`config.mk`:
```
export PLATFORM = sky130hd
export DESIGN_NAME = virtio_mmio_register_transport_top
export DESIGN_NICKNAME = d
export VERILOG_FILES = /design/src/rtl/vmt_pkg.sv /design/src/rtl/virtio_mmio_register_transport_top.sv /design/src/rtl/vmt_in_stage.sv /design/src/rtl/vmt_core.sv /design/src/rtl/vmt_out_stage.sv
export SDC_FILE = /design/constraint.sdc
export NUM_CORES = 1
export LEC_CHECK = 0
export BUFFER_PORTS_ARGS = -buffer_cell sky130_fd_sc_hd__buf_2
export CAP_MARGIN = 10
export CORE_MARGIN = 1.5
export CORE_UTILIZATION = 50
export CTS_CLUSTER_SIZE = 24
export DETAILED_ROUTE_END_ITERATION = 6
export PLACE_DENSITY = 0.74
export SLEW_MARGIN = 20
export SYNTH_ARGS = -nofsm -noshare
export SYNTH_HDL_FRONTEND = slang
export SYNTH_HIERARCHICAL = 1
export SYNTH_SLANG_ARGS = --single-unit
```
`constraint.sdc`:
```
create_clock -name clock -period 5.57 [get_ports clock]
set_input_delay 0.557 -clock clock [delete_from_list [all_inputs] [get_ports clock]]
set_output_delay 0.557 -clock clock [all_outputs]
set_load 0.01 [all_outputs]
```
`src/rtl/vmt_pkg.sv`:
```
// Shared types, register offsets and constants for the virtio-mmio register transport.
package vmt_pkg;

   localparam int unsigned QUEUE_DEPTH = 8;

   localparam logic [31:0] MAGIC_WORD   = 32'h7472_6976;
   localparam logic [31:0] VERSION_WORD = 32'd2;
   localparam logic [31:0] ENTROPY_ID   = 32'd4;
   localparam logic [31:0] V1_WORD_MASK = 32'd1;
   localparam logic [31:0] DEPTH_WORD   = 32'(QUEUE_DEPTH);

   localparam logic [3:0] ST_ACK     = 4'h1;
   localparam logic [3:0] ST_DRV     = 4'h2;
   localparam logic [3:0] ST_DRV_OK  = 4'h4;
   localparam logic [3:0] ST_FEAT_OK = 4'h8;
   localparam logic [3:0] ST_ALL     = 4'hf;

   localparam logic [11:0] R_MAGIC     = 12'h000;
   localparam logic [11:0] R_VERSION   = 12'h004;
   localparam logic [11:0] R_DEVID     = 12'h008;
   localparam logic [11:0] R_VENDOR    = 12'h00c;
   localparam logic [11:0] R_DFEAT     = 12'h010;
   localparam logic [11:0] R_DFEAT_SEL = 12'h014;
   localparam logic [11:0] R_GFEAT     = 12'h020;
   localparam logic [11:0] R_GFEAT_SEL = 12'h024;
   localparam logic [11:0] R_QSEL      = 12'h030;
   localparam logic [11:0] R_QMAX      = 12'h034;
   localparam logic [11:0] R_QNUM      = 12'h038;
   localparam logic [11:0] R_QREADY    = 12'h044;
   localparam logic [11:0] R_QNOTIFY   = 12'h050;
   localparam logic [11:0] R_STATUS    = 12'h070;
   localparam logic [11:0] R_DESC_LO   = 12'h080;
   localparam logic [11:0] R_DESC_HI   = 12'h084;
   localparam logic [11:0] R_AVAIL_LO  = 12'h090;
   localparam logic [11:0] R_AVAIL_HI  = 12'h094;
   localparam logic [11:0] R_USED_LO   = 12'h0a0;
   localparam logic [11:0] R_USED_HI   = 12'h0a4;

   localparam logic [7:0] CSR_VENDOR_ID    = 8'd0;
   localparam logic [7:0] CSR_LAYOUT_DESC  = 8'd1;
   localparam logic [7:0] CSR_LAYOUT_AVAIL = 8'd2;
   localparam logic [7:0] CSR_LAYOUT_USED  = 8'd3;

   localparam logic [63:0] LAYOUT_DESC_RESET  = 64'd16384;
   localparam logic [63:0] LAYOUT_AVAIL_RESET = 64'd20480;
   localparam logic [63:0] LAYOUT_USED_RESET  = 64'd24576;

   typedef enum logic {
      MODE_READ  = 1'b0,
      MODE_WRITE = 1'b1
   } mode_type;

   typedef struct packed {
      logic        mode;
      logic [11:0] offset;
      logic [31:0] write_data;
   } access_type;

   typedef struct packed {
      logic [31:0] read_data;
      logic        access_error;
      logic        doorbell;
   } result_type;

   typedef struct packed {
      logic [31:0] vendor_id;
      logic [63:0] layout_desc_addr;
      logic [63:0] layout_avail_addr;
      logic [63:0] layout_used_addr;
   } config_type;

   function automatic logic [63:0] set_half(input logic [63:0] old, input logic [31:0] v,
                                            input logic high);
      logic [63:0] res;
      res = high ? {v, old[31:0]} : {old[63:32], v};
      return res;
   endfunction

endpackage

```
`src/rtl/virtio_mmio_register_transport_top.sv`:
```
// An accepted access passes through the input register and then the result register, which
// drives rsp_; the core decodes it combinationally between the two.
// Throughput: one access per cycle; a held result stalls the input only while rsp_stall is high.
// Reset: synchronous, clears status, selectors, queue state and ring addresses;
// configuration registers return to vendor 0 and the default ring layout.
module virtio_mmio_register_transport_top (
   input  logic        clock,
   input  logic        reset,
   input  logic        req_valid,
   output logic        req_stall,
   input  logic        req_mode,
   input  logic [11:0] req_offset,
   input  logic [31:0] req_write_data,
   output logic        rsp_valid,
   input  logic        rsp_stall,
   output logic [31:0] rsp_read_data,
   output logic        rsp_access_error,
   output logic        rsp_doorbell,
   input  logic        csr_valid,
   output logic        csr_ready,
   input  logic [7:0]  csr_index,
   input  logic [63:0] csr_data
);
   import vmt_pkg::*;

   access_type req_access;
   access_type acc;
   logic       acc_valid;
   logic       can_push;
   logic       fire;
   result_type result;
   result_type rsp_result;
   config_type cfg_ff;

   assign req_access.mode       = req_mode;
   assign req_access.offset     = req_offset;
   assign req_access.write_data = req_write_data;

   assign fire      = acc_valid && can_push;
   assign csr_ready = 1'b1;

   always_ff @(posedge clock) begin
      if (reset) begin
         cfg_ff.vendor_id         <= '0;
         cfg_ff.layout_desc_addr  <= LAYOUT_DESC_RESET;
         cfg_ff.layout_avail_addr <= LAYOUT_AVAIL_RESET;
         cfg_ff.layout_used_addr  <= LAYOUT_USED_RESET;
      end else if (csr_valid && csr_ready) begin
         unique case (csr_index)
            CSR_VENDOR_ID:    cfg_ff.vendor_id         <= csr_data[31:0];
            CSR_LAYOUT_DESC:  cfg_ff.layout_desc_addr  <= csr_data;
            CSR_LAYOUT_AVAIL: cfg_ff.layout_avail_addr <= csr_data;
            CSR_LAYOUT_USED:  cfg_ff.layout_used_addr  <= csr_data;
            default: ;
         endcase
      end
   end

   vmt_in_stage u_in_stage (
      .clock      (clock),
      .reset      (reset),
      .req_valid  (req_valid),
      .req_stall  (req_stall),
      .req_access (req_access),
      .take       (can_push),
      .acc_valid  (acc_valid),
      .acc        (acc)
   );

   vmt_core u_core (
      .clock  (clock),
      .reset  (reset),
      .fire   (fire),
      .acc    (acc),
      .cfg    (cfg_ff),
      .result (result)
   );

   vmt_out_stage u_out_stage (
      .clock      (clock),
      .reset      (reset),
      .push       (fire),
      .result     (result),
      .can_push   (can_push),
      .rsp_valid  (rsp_valid),
      .rsp_stall  (rsp_stall),
      .rsp_result (rsp_result)
   );

   assign rsp_read_data    = rsp_result.read_data;
   assign rsp_access_error = rsp_result.access_error;
   assign rsp_doorbell     = rsp_result.doorbell;
endmodule

```
`src/rtl/vmt_in_stage.sv`:
```
// Input register for register accesses.
module vmt_in_stage (
   input  logic                clock,
   input  logic                reset,
   input  logic                req_valid,
   output logic                req_stall,
   input  vmt_pkg::access_type req_access,
   input  logic                take,
   output logic                acc_valid,
   output vmt_pkg::access_type acc
);
   import vmt_pkg::*;

   logic       valid_ff;
   logic       valid_in;
   access_type acc_ff;

   assign req_stall = valid_ff && !take;
   assign valid_in  = (req_valid && !req_stall) || (valid_ff && !take);

   always_ff @(posedge clock) begin
      if (reset) begin
         valid_ff <= 1'b0;
      end else begin
         valid_ff <= valid_in;
      end
   end

   always_ff @(posedge clock) begin
      if (req_valid && !req_stall) begin
         acc_ff <= req_access;
      end
   end

   assign acc_valid = valid_ff;
   assign acc       = acc_ff;
endmodule

```
`src/rtl/vmt_core.sv`:
```
// Transport state and combinational decode of one register access.
module vmt_core (
   input  logic                clock,
   input  logic                reset,
   input  logic                fire,
   input  vmt_pkg::access_type acc,
   input  vmt_pkg::config_type cfg,
   output vmt_pkg::result_type result
);
   import vmt_pkg::*;

   logic [3:0]  status_ff, status_in;
   logic        dsel_one_ff, dsel_one_in;
   logic        gsel_ok_ff, gsel_ok_in;
   logic        gsel_bit_ff, gsel_bit_in;
   logic        w0_zero_ff, w0_zero_in;
   logic        w1_one_ff, w1_one_in;
   logic        qsel_zero_ff, qsel_zero_in;
   logic        size_set_ff, size_set_in;
   logic        ready_ff, ready_in;
   logic [63:0] desc_ff, desc_in;
   logic [63:0] avail_ff, avail_in;
   logic [63:0] used_ff, used_in;

   logic        layout_ok;
   logic        qlock;
   logic [31:0] v;
   logic [3:0]  st_acc;
   logic        ok;
   logic [31:0] rd;
   logic        bell;

   assign v         = acc.write_data;
   assign layout_ok = size_set_ff && (desc_ff == cfg.layout_desc_addr) &&
                      (avail_ff == cfg.layout_avail_addr) && (used_ff == cfg.layout_used_addr);
   assign qlock     = !qsel_zero_ff || ready_ff;

   always_comb begin
      status_in    = status_ff;
      dsel_one_in  = dsel_one_ff;
      gsel_ok_in   = gsel_ok_ff;
      gsel_bit_in  = gsel_bit_ff;
      w0_zero_in   = w0_zero_ff;
      w1_one_in    = w1_one_ff;
      qsel_zero_in = qsel_zero_ff;
      size_set_in  = size_set_ff;
      ready_in     = ready_ff;
      desc_in      = desc_ff;
      avail_in     = avail_ff;
      used_in      = used_ff;
      st_acc       = v[3:0];
      ok           = 1'b1;
      rd           = '0;
      bell         = 1'b0;
      if (acc.mode == MODE_READ) begin
         unique case (acc.offset)
            R_MAGIC:   rd = MAGIC_WORD;
            R_VERSION: rd = VERSION_WORD;
            R_DEVID:   rd = ENTROPY_ID;
            R_VENDOR:  rd = cfg.vendor_id;
            R_DFEAT:   rd = dsel_one_ff ? V1_WORD_MASK : '0;
            R_STATUS:  rd = {28'd0, status_ff};
            R_QMAX:    rd = qsel_zero_ff ? DEPTH_WORD : '0;
            R_QREADY:  rd = {31'd0, qsel_zero_ff && ready_ff};
            default:   ok = 1'b0;
         endcase
      end else begin
         unique case (acc.offset)
            R_DFEAT_SEL: dsel_one_in = (v == 32'd1);
            R_GFEAT_SEL: begin
               if ((status_ff & ST_FEAT_OK) != '0) begin
                  ok = 1'b0;
               end else begin
                  gsel_ok_in  = (v[31:1] == '0);
                  gsel_bit_in = v[0];
               end
            end
            R_GFEAT: begin
               if (((status_ff & ST_FEAT_OK) != '0) || !gsel_ok_ff) begin
                  ok = 1'b0;
               end else if (gsel_bit_ff) begin
                  w1_one_in = (v == V1_WORD_MASK);
               end else begin
                  w0_zero_in = (v == '0);
               end
            end
            R_QSEL: qsel_zero_in = (v == '0);
            R_QNUM: begin
               if (qlock || (v != DEPTH_WORD)) begin
                  ok = 1'b0;
               end else begin
                  size_set_in = 1'b1;
               end
            end
            R_DESC_LO, R_DESC_HI: begin
               if (qlock) begin
                  ok = 1'b0;
               end else begin
                  desc_in = set_half(desc_ff, v, acc.offset == R_DESC_HI);
               end
            end
            R_AVAIL_LO, R_AVAIL_HI: begin
               if (qlock) begin
                  ok = 1'b0;
               end else begin
                  avail_in = set_half(avail_ff, v, acc.offset == R_AVAIL_HI);
               end
            end
            R_USED_LO, R_USED_HI: begin
               if (qlock) begin
                  ok = 1'b0;
               end else begin
                  used_in = set_half(used_ff, v, acc.offset == R_USED_HI);
               end
            end
            R_QREADY: begin
               if (!qsel_zero_ff || (v[31:1] != '0)) begin
                  ok = 1'b0;
               end else if (!v[0]) begin
                  ready_in = 1'b0;
               end else if (!layout_ok) begin
                  ok = 1'b0;
               end else begin
                  ready_in = 1'b1;
               end
            end
            R_QNOTIFY: begin
               if ((v != '0) || (status_ff != ST_ALL) || !ready_ff) begin
                  ok = 1'b0;
               end else begin
                  bell = 1'b1;
               end
            end
            R_STATUS: begin
               if (v == '0) begin
                  status_in    = '0;
                  dsel_one_in  = 1'b0;
                  gsel_ok_in   = 1'b1;
                  gsel_bit_in  = 1'b0;
                  w0_zero_in   = 1'b1;
                  w1_one_in    = 1'b0;
                  qsel_zero_in = 1'b1;
                  size_set_in  = 1'b0;
                  ready_in     = 1'b0;
                  desc_in      = '0;
                  avail_in     = '0;
                  used_in      = '0;
               end else if ((v[31:4] != '0) || ((v[3:0] & status_ff) != status_ff)) begin
                  ok = 1'b0;
               end else begin
                  if (((v[3:0] & ST_FEAT_OK) != '0) && ((status_ff & ST_FEAT_OK) == '0)) begin
                     if ((v[3:0] & (ST_ACK | ST_DRV)) != (ST_ACK | ST_DRV) ||
                         !w0_zero_ff || !w1_one_ff) begin
                        st_acc = v[3:0] & ~ST_FEAT_OK;
                     end
                  end
                  if (((v[3:0] & ST_DRV_OK) != '0) && ((status_ff & ST_DRV_OK) == '0) &&
                      (((status_ff & ST_FEAT_OK) == '0) || !ready_ff || !layout_ok)) begin
                     ok = 1'b0;
                  end else begin
                     status_in = st_acc;
                  end
               end
            end
            default: ok = 1'b0;
         endcase
      end
      if (!ok) begin
         rd   = '0;
         bell = 1'b0;
      end
   end

   assign result.read_data    = rd;
   assign result.access_error = !ok;
   assign result.doorbell     = bell;

   always_ff @(posedge clock) begin
      if (reset) begin
         status_ff    <= '0;
         dsel_one_ff  <= 1'b0;
         gsel_ok_ff   <= 1'b1;
         gsel_bit_ff  <= 1'b0;
         w0_zero_ff   <= 1'b1;
         w1_one_ff    <= 1'b0;
         qsel_zero_ff <= 1'b1;
         size_set_ff  <= 1'b0;
         ready_ff     <= 1'b0;
         desc_ff      <= '0;
         avail_ff     <= '0;
         used_ff      <= '0;
      end else if (fire) begin
         status_ff    <= status_in;
         dsel_one_ff  <= dsel_one_in;
         gsel_ok_ff   <= gsel_ok_in;
         gsel_bit_ff  <= gsel_bit_in;
         w0_zero_ff   <= w0_zero_in;
         w1_one_ff    <= w1_one_in;
         qsel_zero_ff <= qsel_zero_in;
         size_set_ff  <= size_set_in;
         ready_ff     <= ready_in;
         desc_ff      <= desc_in;
         avail_ff     <= avail_in;
         used_ff      <= used_in;
      end
   end
endmodule

```
`src/rtl/vmt_out_stage.sv`:
```
// Result register for completed register accesses.
module vmt_out_stage (
   input  logic                clock,
   input  logic                reset,
   input  logic                push,
   input  vmt_pkg::result_type result,
   output logic                can_push,
   output logic                rsp_valid,
   input  logic                rsp_stall,
   output vmt_pkg::result_type rsp_result
);
   import vmt_pkg::*;

   logic       valid_ff;
   logic       valid_in;
   result_type result_ff;

   assign can_push = !valid_ff || !rsp_stall;
   assign valid_in = push || (valid_ff && rsp_stall);

   always_ff @(posedge clock) begin
      if (reset) begin
         valid_ff <= 1'b0;
      end else begin
         valid_ff <= valid_in;
      end
   end

   always_ff @(posedge clock) begin
      if (push) begin
         result_ff <= result;
      end
   end

   assign rsp_valid  = valid_ff;
   assign rsp_result = result_ff;
endmodule

```
# ---- Yosys cells after proc, flatten, opt, wreduce, memory -nomap -nowiden
# Cells that the tools add are included.
dict set report word_totals {
  latch_bits 0
  ram_bits 0
  mem_count 0
  wordCells 210
  mem_bits_ro 0
  register_bits 509
  inputBits 122
}
dict set report op_classes {
  n_reduce_logical 80
  bitwise_logic 2
  n_mul 0
  shift 0
  order_cmp 0
  add_sub_neg 0
  div_mod_pow 0
  eq_ne 49
  n_mux 52
}
# op count
set ops {}
lappend ops {{two-way mux 64 bit} 7}
lappend ops {{one-hot mux 64 bit (2 select lines)} 3}
lappend ops {{one-hot mux 32 bit (8 select lines)} 1}
lappend ops {{== test 64 bit} 3}
lappend ops {{== test 12 x 8 -> 1 bit (second input constant)} 6}
lappend ops {{== test 12 x 6 -> 1 bit (second input constant)} 5}
lappend ops {{AND reduction 6 bit} 9}
lappend ops {{== test 12 x 7 -> 1 bit (second input constant)} 3}
lappend ops {{== test 32 x 1 -> 1 bit (second input constant)} 1}
lappend ops {{logical NOT 32 bit} 1}
lappend ops {{inequality test 32 x 4 -> 1 bit (second input constant)} 1}
lappend ops {{nonzero test 32 bit} 1}
lappend ops {{logical NOT 31 bit} 1}
lappend ops {{nonzero test 31 bit} 1}
lappend ops {{nonzero test 28 bit} 1}
lappend ops {{two-way mux 1 bit} 26}
lappend ops {{== test 12 x 4 -> 1 bit (second input constant)} 2}
lappend ops {{== test 12 x 5 -> 1 bit (second input constant)} 2}
lappend ops {{two-way mux 4 bit} 6}
lappend ops {{inequality test 2 bit (second input constant)} 12}
lappend ops {{nonzero test 2 bit} 9}
lappend ops {{== test 8 x 2 -> 1 bit (second input constant)} 2}
lappend ops {{one-hot mux 1 bit (2 select lines)} 8}
lappend ops {{AND reduction 5 bit} 3}
lappend ops {{other kinds (21)} 69}

# ---- Logic depth before layout (Yosys ltp)
# Gate-level depths: netlist of run 1.
dict set report depth {
  depth_word 14
  mapped_depth 12
  depth_no_buf 8
}

# ---- Modules after synthesis
# Netlist of run 1, hierarchy kept.
# module cells_per_inst seq_area_each_um2 area_per_inst_um2 n_inst
set by_module_without_submodules {}
lappend by_module_without_submodules {vmt_core 1316 4083.9 10372.4 1}
lappend by_module_without_submodules {virtio_mmio_register_transport_top 805 4484.3 9128.8 1}
lappend by_module_without_submodules {vmt_in_stage 49 1371.3 1401.3 1}
lappend by_module_without_submodules {vmt_out_stage 38 1041.0 1053.5 1}

# ---- Least setup slack after synthesis of run 1
# OpenSTA, ideal clock, no wires.
dict set report synth_timing {
  kind {input to register}
  start {in rsp_stall}
  end {reg u_in_stage.acc_ff (netlist bit u_in_stage/acc[0]) (enable)}
  stages 3
  path_buffers 0
  arrival_ps 2738
  setup_slack_ps 2379
  required_ps 5117
  cell_sequence {nand2_1 nor2b_4 nor2b_1}
}
dict set report synth_between {
  elab_chain_cells 6
}
# element line_no
set synth_lines {}
lappend synth_lines {{start: declaration} virtio_mmio_register_transport_top.sv:15} ;# input logic rsp_stall,
lappend synth_lines {{logical NOT 1 bit} vmt_out_stage.sv:18} ;# assign can_push = !valid_ff || !rsp_stall;
lappend synth_lines {{logical OR 1 bit} vmt_out_stage.sv:18}
lappend synth_lines {{logical NOT 1 bit} vmt_in_stage.sv:18} ;# assign req_stall = valid_ff && !take;
lappend synth_lines {{logical AND 1 bit} vmt_in_stage.sv:18}
lappend synth_lines {{net req_stall} virtio_mmio_register_transport_top.sv:10} ;# output logic req_stall,
lappend synth_lines {{logical NOT 1 bit} vmt_in_stage.sv:30} ;# if (req_valid && !req_stall) begin
lappend synth_lines {{logical AND 1 bit} vmt_in_stage.sv:30}
lappend synth_lines {{end signal: assignment} vmt_in_stage.sv:31} ;# acc_ff <= req_access;
lappend synth_lines {{end: declaration} vmt_in_stage.sv:16} ;# access_type acc_ff;
# The timed path passes the listed nets, and every way through them passes these cells.
# A chain may end at the register's enable or synchronous reset.

# ---- Worst setup path after layout of run 1
dict set report layout_timing {
  start {reg u_in_stage.acc_ff (netlist bit u_in_stage/acc[33])}
  end {reg u_core.avail_ff[32]}
}
dict set report layout_between {
  elab_chain_cells 4
}
# element line_no
set layout_lines {}
lappend layout_lines {{== test 12 x 8 -> 1 bit (on tied branches)} {vmt_core.sv:68, vmt_core.sv:106}}
lappend layout_lines {{OR reduction 2 bit} vmt_core.sv:68} ;# unique case (acc.offset)
lappend layout_lines {{inequality test 2 bit (no source line), or another cell as far along} --}
lappend layout_lines {{AND reduction 6 bit (no source line)} --}
lappend layout_lines {{end signal: assignment} vmt_core.sv:203} ;# avail_ff <= avail_in;
lappend layout_lines {{end: declaration} vmt_core.sv:22} ;# logic [63:0] avail_ff, avail_in;
# Several ways; a longest one is shown, not always the timed one.

==> metrics, run 1 <==
ranking of synthesized cells by area=dfxtp_1 39%, edfxtp_1 11%, mux2i_1 10%, nand2b_1 8.2%, xor2_1 5.3%; crit path capture type=flop; worst path bufs/invs=1; fmax=275 MHz; Worst-Margin Slew=1.17 ns; leak pwr=9.55 nW; worst setup margin=1.93 ns; Levels on crit path=9; via count=16400; Post-synth EDFFs=79; Port Buffers=157; Min-Delay Path Class=in2reg; Synth Area in XOR/XNOR=0.0766; hold slack=0.139 ns; Reg2Reg Depth=9; post-synthesis cell type count=52; area of the multi-input gates=10100 µm²; Synth Instances=2208; CP max stage cell=or3_2; post-layout min period=3.64 ns; Vias/cell=5.66; # H-tree levels=2; CP required=6.10 ns; routed len/inst=22.2 µm; GR Util All Layers=0.284; kind of cell adding the most delay to the critical path=simple AND/OR/NAND/NOR gates; DRC Markers=0; Post-Syn Area=22000 µm²; WHS Path Cells=1; Fill cells=3738; period utilization=0.653; slew margin rel.=0.218; die width=213 µm; vias in the first global route=15700; startpoint types=flop; met2 routed WL=29200 µm; CTS Buf Count=52; pin count of the biggest net entering global routing=147; setup repair bufs after CTS=0; power per cell area=311 nW/µm²; final setup fails=0; Layout Nets=2394; main combinational cell family by area after synthesis=simple AND/OR/NAND/NOR gates; row count=76; Fin Setup TNS=0 ns; share of cells above drive strength 1=0.119; Root Buffer Master=clkbuf_16; Compound-Gate Fraction of Synth Area=0.0724; Syn Area/Cell=9.94 µm²; Hold Vio Cnt, Final=0; post-synth top area share=0.392; Fin Clk Skew=0.0169 ns; post-synthesis sequential area ratio=0.500; max cap viols=0; initial antenna violation count=1; Initial DRT Pass Iterations=5; area delta synth->final=11.7%; global route overflow=0; WP data arrival=4.16 ns; Post-Route WL=64300 µm; status=complete, no violations; simple-gate share of the synthesized area=0.201; Storage cell area=11000 µm²; CTS Buffer Depth=3; met3 wire len=5110 µm; CP Max Fanout=43; Yosys reg bits=509; post-CTS sizing=0; CTS tree=built; post-synthesis mux area share=0.104; GP Congestion=0.893; critical path class=reg2reg; leading area contributor after synthesis=dfxtp_1; Top Layer Used=met5; ANT nets after route=0; Top FF cell, synth=dfxtp_1; worst skew pair latency=0.60 ns; core area=43200 µm²; Max stage delay on crit path=0.80 ns; critical path cell sequence=nor4_1 > and2_0 > nand2_2 > or3_2 > o21ai_2 > or3_1 > buf_4 > a22oi_1 > nor2_1; Slew Viols, Final=0; num ports=159; Reg clk slew, reported paths=0.06 ns; RSZ-0062 raised after global routing=no; ant diodes=0; Die Span Y=213 µm; Post-Synth Adder-Cell Area=0; HPWL Detailed=43100 µm; Iteration-0 DRC Markers=1771; peak supply drop=217 µV; CTS sink count=509; post-synthesis async set-or-reset flop share=0; wire length on met1=27500 µm; Initial Utilization=0.509; total power=7.64 mW; Synthesis Warnings=6; syn_nets=2330; first-pass GRT wire length=96200 µm; DP Worst Slack=1.82 ns; DIE AREA=45200 µm²; hold_buf cts=0
state kept, by name, summed over array words and instances (netlist names), 4 cells and up:
name	flops
cfg_ff	224
u_core/avail_ff	64
u_core/desc_ff	64
u_core/used_ff	64
u_in_stage/acc	45
u_out_stage/rsp_result	34
u_core/status_ff	4
area by class of cell:
class / instances / area share
clock buffers: 83 / 0.0644
clock inverters: 12 / 0.00607
inverters: 8 / 0.00122
multi-input cells: 1525 / 0.410
flip-flops and latches: 509 / 0.448
well taps: 585 / 0.0298
repair buffers: 176 / 0.0406
cells in the mapped netlist, types with 12 or more instances:
cell and count:
mux2i_1 229, nand4_1 35, nand3_1 12, and2_1 44
edfxtp_1 79, a21oi_1 128, nand2b_1 288, dfxtp_1 430
o21ai_0 12, clkbuf_1 113, xnor2_1 60, xor2_1 132
nor4_1 50, nand2_1 241, nor2_1 122, buf_12 14
buf_2 19, a22oi_1 97
cell usage in the layout (no fill, tap or decap), types with 5 or more instances in the layout:
master,count
a21oi_1,125
a22oi_1,97
and2_1,44
and3_1,5
buf_2,156
buf_4,15
clkbuf_1,17
clkbuf_16,54
clkbuf_8,12
clkinv_2,5
dfxtp_1,430
edfxtp_1,79
inv_1,8
mux2i_1,229
nand2_1,239
nand2b_1,288
nand3_1,12
nand4_1,35
nor2_1,120
nor2b_1,5
nor3_1,9
nor4_1,50
o21ai_0,12
or3_1,9
xnor2_1,60
xor2_1,132
per-stage QoR:
stage,instances,util,instance area [µm²]
after floorplan,2208,-,22000
after global placement,2801,0.527,22800
final,2898,0.568,24500
after global routing,2898,0.568,24500
after detailed placement,2802,0.528,22800
after CTS,2897,0.568,24500
cell families (layout without fill, tap and decap cells):
logic type,Yosys count,after routing
AO/OA/AOI/OAI,257,257
XOR/XNOR,192,192
buffers and inverters,174,279
flip-flops,509,509
multiplexers,229,229
other,1,1
AND/OR/NAND/NOR,846,846
worst register-to-register path: stages (launching register included):
cell      delay [ns]
edfxtp_1        0.37
nor4_1          0.34
and2_0          0.37
nand2_2         0.18
or3_2           0.80
o21ai_2         0.54
or3_1           0.19
buf_4           0.42
a22oi_1         0.21
nor2_1          0.16
final timing paths:
check        slack, ns          startpoint                   to
max               1.93  u_in_stage/acc[33]  u_core/avail_ff[32]
min               0.14  req_write_data[13]   u_in_stage/acc[13]
max reg2reg       1.93  u_in_stage/acc[33]  u_core/avail_ff[32]
min reg2reg       0.46  u_core/avail_ff[2]   u_core/avail_ff[2]
routing by layer:
layer,vias up,track usage
li1,7593,-
met1,7960,0.384
met2,699,0.453
met3,138,0.0471
met4,2,0.114
met5,-,0
report_power, final:
part | leakage [nW] | internal, mW | switching (mW)
Sequential | 4.20 | 3.77 | 0.0260
Clock | 0.841 | 2.07 | 1.46
Combinational | 4.50 | 0.103 | 0.207
Total | 9.55 | 5.94 | 1.69
Note: power is estimated with default switching activity, not from simulation.
==> run 2: changes to the inputs <==
--- a/config.mk
+++ b/config.mk
@@ -5,13 +5,14 @@
 export SDC_FILE = /design/constraint.sdc
 export NUM_CORES = 1
 export LEC_CHECK = 0
+export ABC_AREA = 1
 export BUFFER_PORTS_ARGS = -buffer_cell sky130_fd_sc_hd__buf_2
 export CAP_MARGIN = 10
 export CORE_MARGIN = 1.5
 export CORE_UTILIZATION = 50
 export CTS_CLUSTER_SIZE = 24
 export DETAILED_ROUTE_END_ITERATION = 6
-export PLACE_DENSITY = 0.74
+export PLACE_DENSITY = 0.76
 export SLEW_MARGIN = 20
 export SYNTH_ARGS = -nofsm -noshare
 export SYNTH_HDL_FRONTEND = slang
==> constraint.sdc (replaced) <==
create_clock -name clock -period 3.15 [get_ports clock]
set_input_delay 0.315 -clock clock [delete_from_list [all_inputs] [get_ports clock]]
set_output_delay 0.315 -clock clock [all_outputs]
set_load 0.01 [all_outputs]
==> run 2 against run 1 <==
Effect of this change: hold slack lost 0.11 ns; clock skew grew 0.0066 ns; sequential share of layout area shrank 5.2 points; sequential power grew 77%; wire length grew 14%; power grew 84%; critical path depth grew 4; flip-flop and latch count is the same; area after synthesis grew 11%; final cell count grew 44%; clock power grew 86%; first-iteration DRC count grew 51%; critical endpoint is now u_core/used_ff[10].
==> metrics, run 2 <==
leading area contributor after synthesis=dfxtp_1; commonest non-fill, non-tap cell in the layout=nand2_1; power per cell area=507 nW/µm²; total power=14.1 mW; Initial Utilization=0.508; crit path capture type=flop; GP Congestion=0.970; CTS Buf Count=53; GR Util All Layers=0.290; status=complete, no violations; first-pass GRT wire length=114000 µm; Clock power frac=0.467; post-synthesis async set-or-reset flop share=0; RSZ-0062 raised after global routing=no; WHS Endpoint=u_in_stage/acc_valid; CP required=3.68 ns; period utilization=0.881; fmax=360 MHz; post-layout min period=2.78 ns; wire length on met1=30200 µm; Syn Area/Cell=7.12 µm²; Synth Instances=3421; Top FF cell, synth=dfxtp_1; Vias/cell=5.47; most common library cells after synthesis=729 x nand2_1, 502 x nor2_1, 430 x dfxtp_1; kind of cell adding the most delay to the critical path=simple AND/OR/NAND/NOR gates; Initial DRT Pass Iterations=6; Hold Vio Cnt, Final=0; CP Max Fanout=71; final setup fails=0; Reg with most FFs=cfg_ff; # H-tree levels=2; Non-Filler Instances=4181; ant diodes=0; Fin Clk Skew=0.0235 ns; RR Startpoint=u_in_stage/acc[34]; post-CTS sizing=0; worst skew pair latency=0.62 ns; CP max stage cell=edfxtp_1; CTS tree=built; met2 routed WL=32600 µm; Post-Place Cells=4034; Reg2Reg Setup Slack=0.37 ns; Post-synth EDFFs=79; peak supply drop=415 µV; Die Span Y=224 µm; most used cell along the critical path=nand2_4; sequential cell fraction of total power=0.475; Iteration-0 DRC Markers=2666; slew margin rel.=0.411; switching share of power=0.236; via count=22900; share of cells above drive strength 1=0.109; most frequent cell after synthesis=nand2_1; Root Buffer Master=clkbuf_16; num ports=159; Min-Delay Path Class=in2reg; number of flip-flops in the largest register=224; Fin Setup TNS=0 ns; ranking of synthesized cells by area=dfxtp_1 35%, nand2_1 11%, edfxtp_1 9.7%, a21oi_1 7.8%, nor2_1 7.7%; WP data arrival=3.30 ns; syn_nets=3543; Comb pwr share=0.058; Layout Nets=3644; global route overflow=0; HPWL Detailed=49800 µm; setup repair bufs after CTS=0; met3 wire len=6520 µm; die width=224 µm; Max stage delay on crit path=0.44 ns; post-synth top area share=0.353; vias in the first global route=20900; switching pwr=3.32 mW; critical path class=reg2reg; Post-Syn Area=24400 µm²; WHS Path Cells=3; most frequent cells in the layout=729 x nand2_1, 497 x nor2_1, 430 x dfxtp_1, 404 x inv_1, 382 x a21oi_1; pin count of the biggest net entering global routing=134; Reg2Reg Depth=13; startpoint types=flop; post-synthesis cell type count=49; ANT nets after route=0; initial antenna violation count=1; Yosys reg bits=509; CTS sink count=509; worst path bufs/invs=5; area delta synth->final=13.9%; routed len/inst=17.5 µm; Reg clk slew, reported paths=0.06 ns; CTS Buffer Depth=3; core area=47900 µm²; Post-Route WL=73100 µm; Fill cells=4459; hold slack=0.0274 ns; DRC Markers=0; post-synthesis sequential area ratio=0.451; max cap viols=0; row count=80; Slew Viols, Final=0; DIE AREA=50100 µm²; Worst-Margin Slew=0.880 ns; Top Layer Used=met4; critical path cell sequence=inv_2 > nand2_2 > nor2_4 > inv_2 > nor2_8 > nand2_4 > inv_4 > nand2_4 > nand2_4 > clkinv_8 > nand3b_4 > inv_1 > a21oi_1; hold wc startpoint=req_valid; Port Buffers=157; Synthesis Warnings=6; Pint=10.8 mW; RR Endpoint=u_core/used_ff[10]; leak pwr=11.4 nW
run 2: changes by cell type after synthesis, moves of 220 or more:
cell and delta:
nand2_1 +488, nand3_1 +246, nor2_1 +380, inv_1 +397
nand2b_1 -288, a21oi_1 +254, mux2i_1 -220
run 2: worst max-delay path by stage:
stage,from,slack (ns),cells after the start,endpoint
floorplan,u_out_stage/rsp_valid,0.22,5,u_in_stage/acc[0]
global placement,u_in_stage/acc[34],0.51,13,u_core/used_ff[18]
detailed placement,u_in_stage/acc[34],0.43,13,u_core/used_ff[31]
CTS,u_in_stage/acc[34],0.42,13,u_core/used_ff[14]
global route,u_in_stage/acc[34],0.16,14,u_core/desc_ff[17]
finish,u_in_stage/acc[34],0.37,13,u_core/used_ff[10]
run 2: tightest hold or removal path: stages:
cell     delay, ns
buf_2         0.08
inv_1         0.06
a21oi_1       0.13
run 2: cell families after synthesis:
family                    count (synthesis)  share of synthesized area
other                                     1                   0.000154
DFF                                     509                      0.451
AOI/OAI and AO/OA                       597                      0.133
xor gates and xnor gates                 49                     0.0176
and+or+nand+nor                        1633                      0.285
muxes                                     9                    0.00370
buffers and inverters                   623                      0.110
run 2: metal layers:
metal	GRT usage	vias up
li1	-	11200
met1	0.385	10500
met5	0	-
met4	0.141	0
met2	0.462	984
met3	0.0438	197
run 2: what timing repair did:
action                                  4_1_cts  5_1_grt
hold buffers                                 48        0
hold endpoints to repair                     48        0
endpoints found under the setup margin        0        0
run 2: area by class of cell:
cell class                 instances  area, µm²  area share
clock inverter                    20        194     0.00699
clock buffer                      79       1650      0.0594
multi-input combinational       2289      10800       0.387
timing repair buffer             254       1820      0.0657
tap                              615        769      0.0277
sequential                       509      11000       0.396
inverter                         415       1580      0.0571
run 2: stage by stage:
| stage | worst slack (ns) | utilization | instance area [µm²] |
|---|---|---|---|
| 4_1_cts | 0.417 | 0.579 | 27800 |
| 5_1_grt | 0.156 | 0.579 | 27800 |
| 3_5_place_dp | 0.434 | 0.530 | 25400 |
| 3_3_place_gp | 0.513 | 0.530 | 25400 |
| 6_report | 0.375 | 0.579 | 27800 |
| 2_1_floorplan | 0.216 | - | 24400 |
run 2: power groups by stage:
stage               logic [mW]  registers, mW  clock network, mW
floorplan                0.410           6.84                  0
global placement         0.748           6.83                  0
detailed placement       0.747           6.84                  0
CTS                      0.796           6.69               6.62
global route             0.867           6.70               6.90
finish                   0.815           6.69               6.57
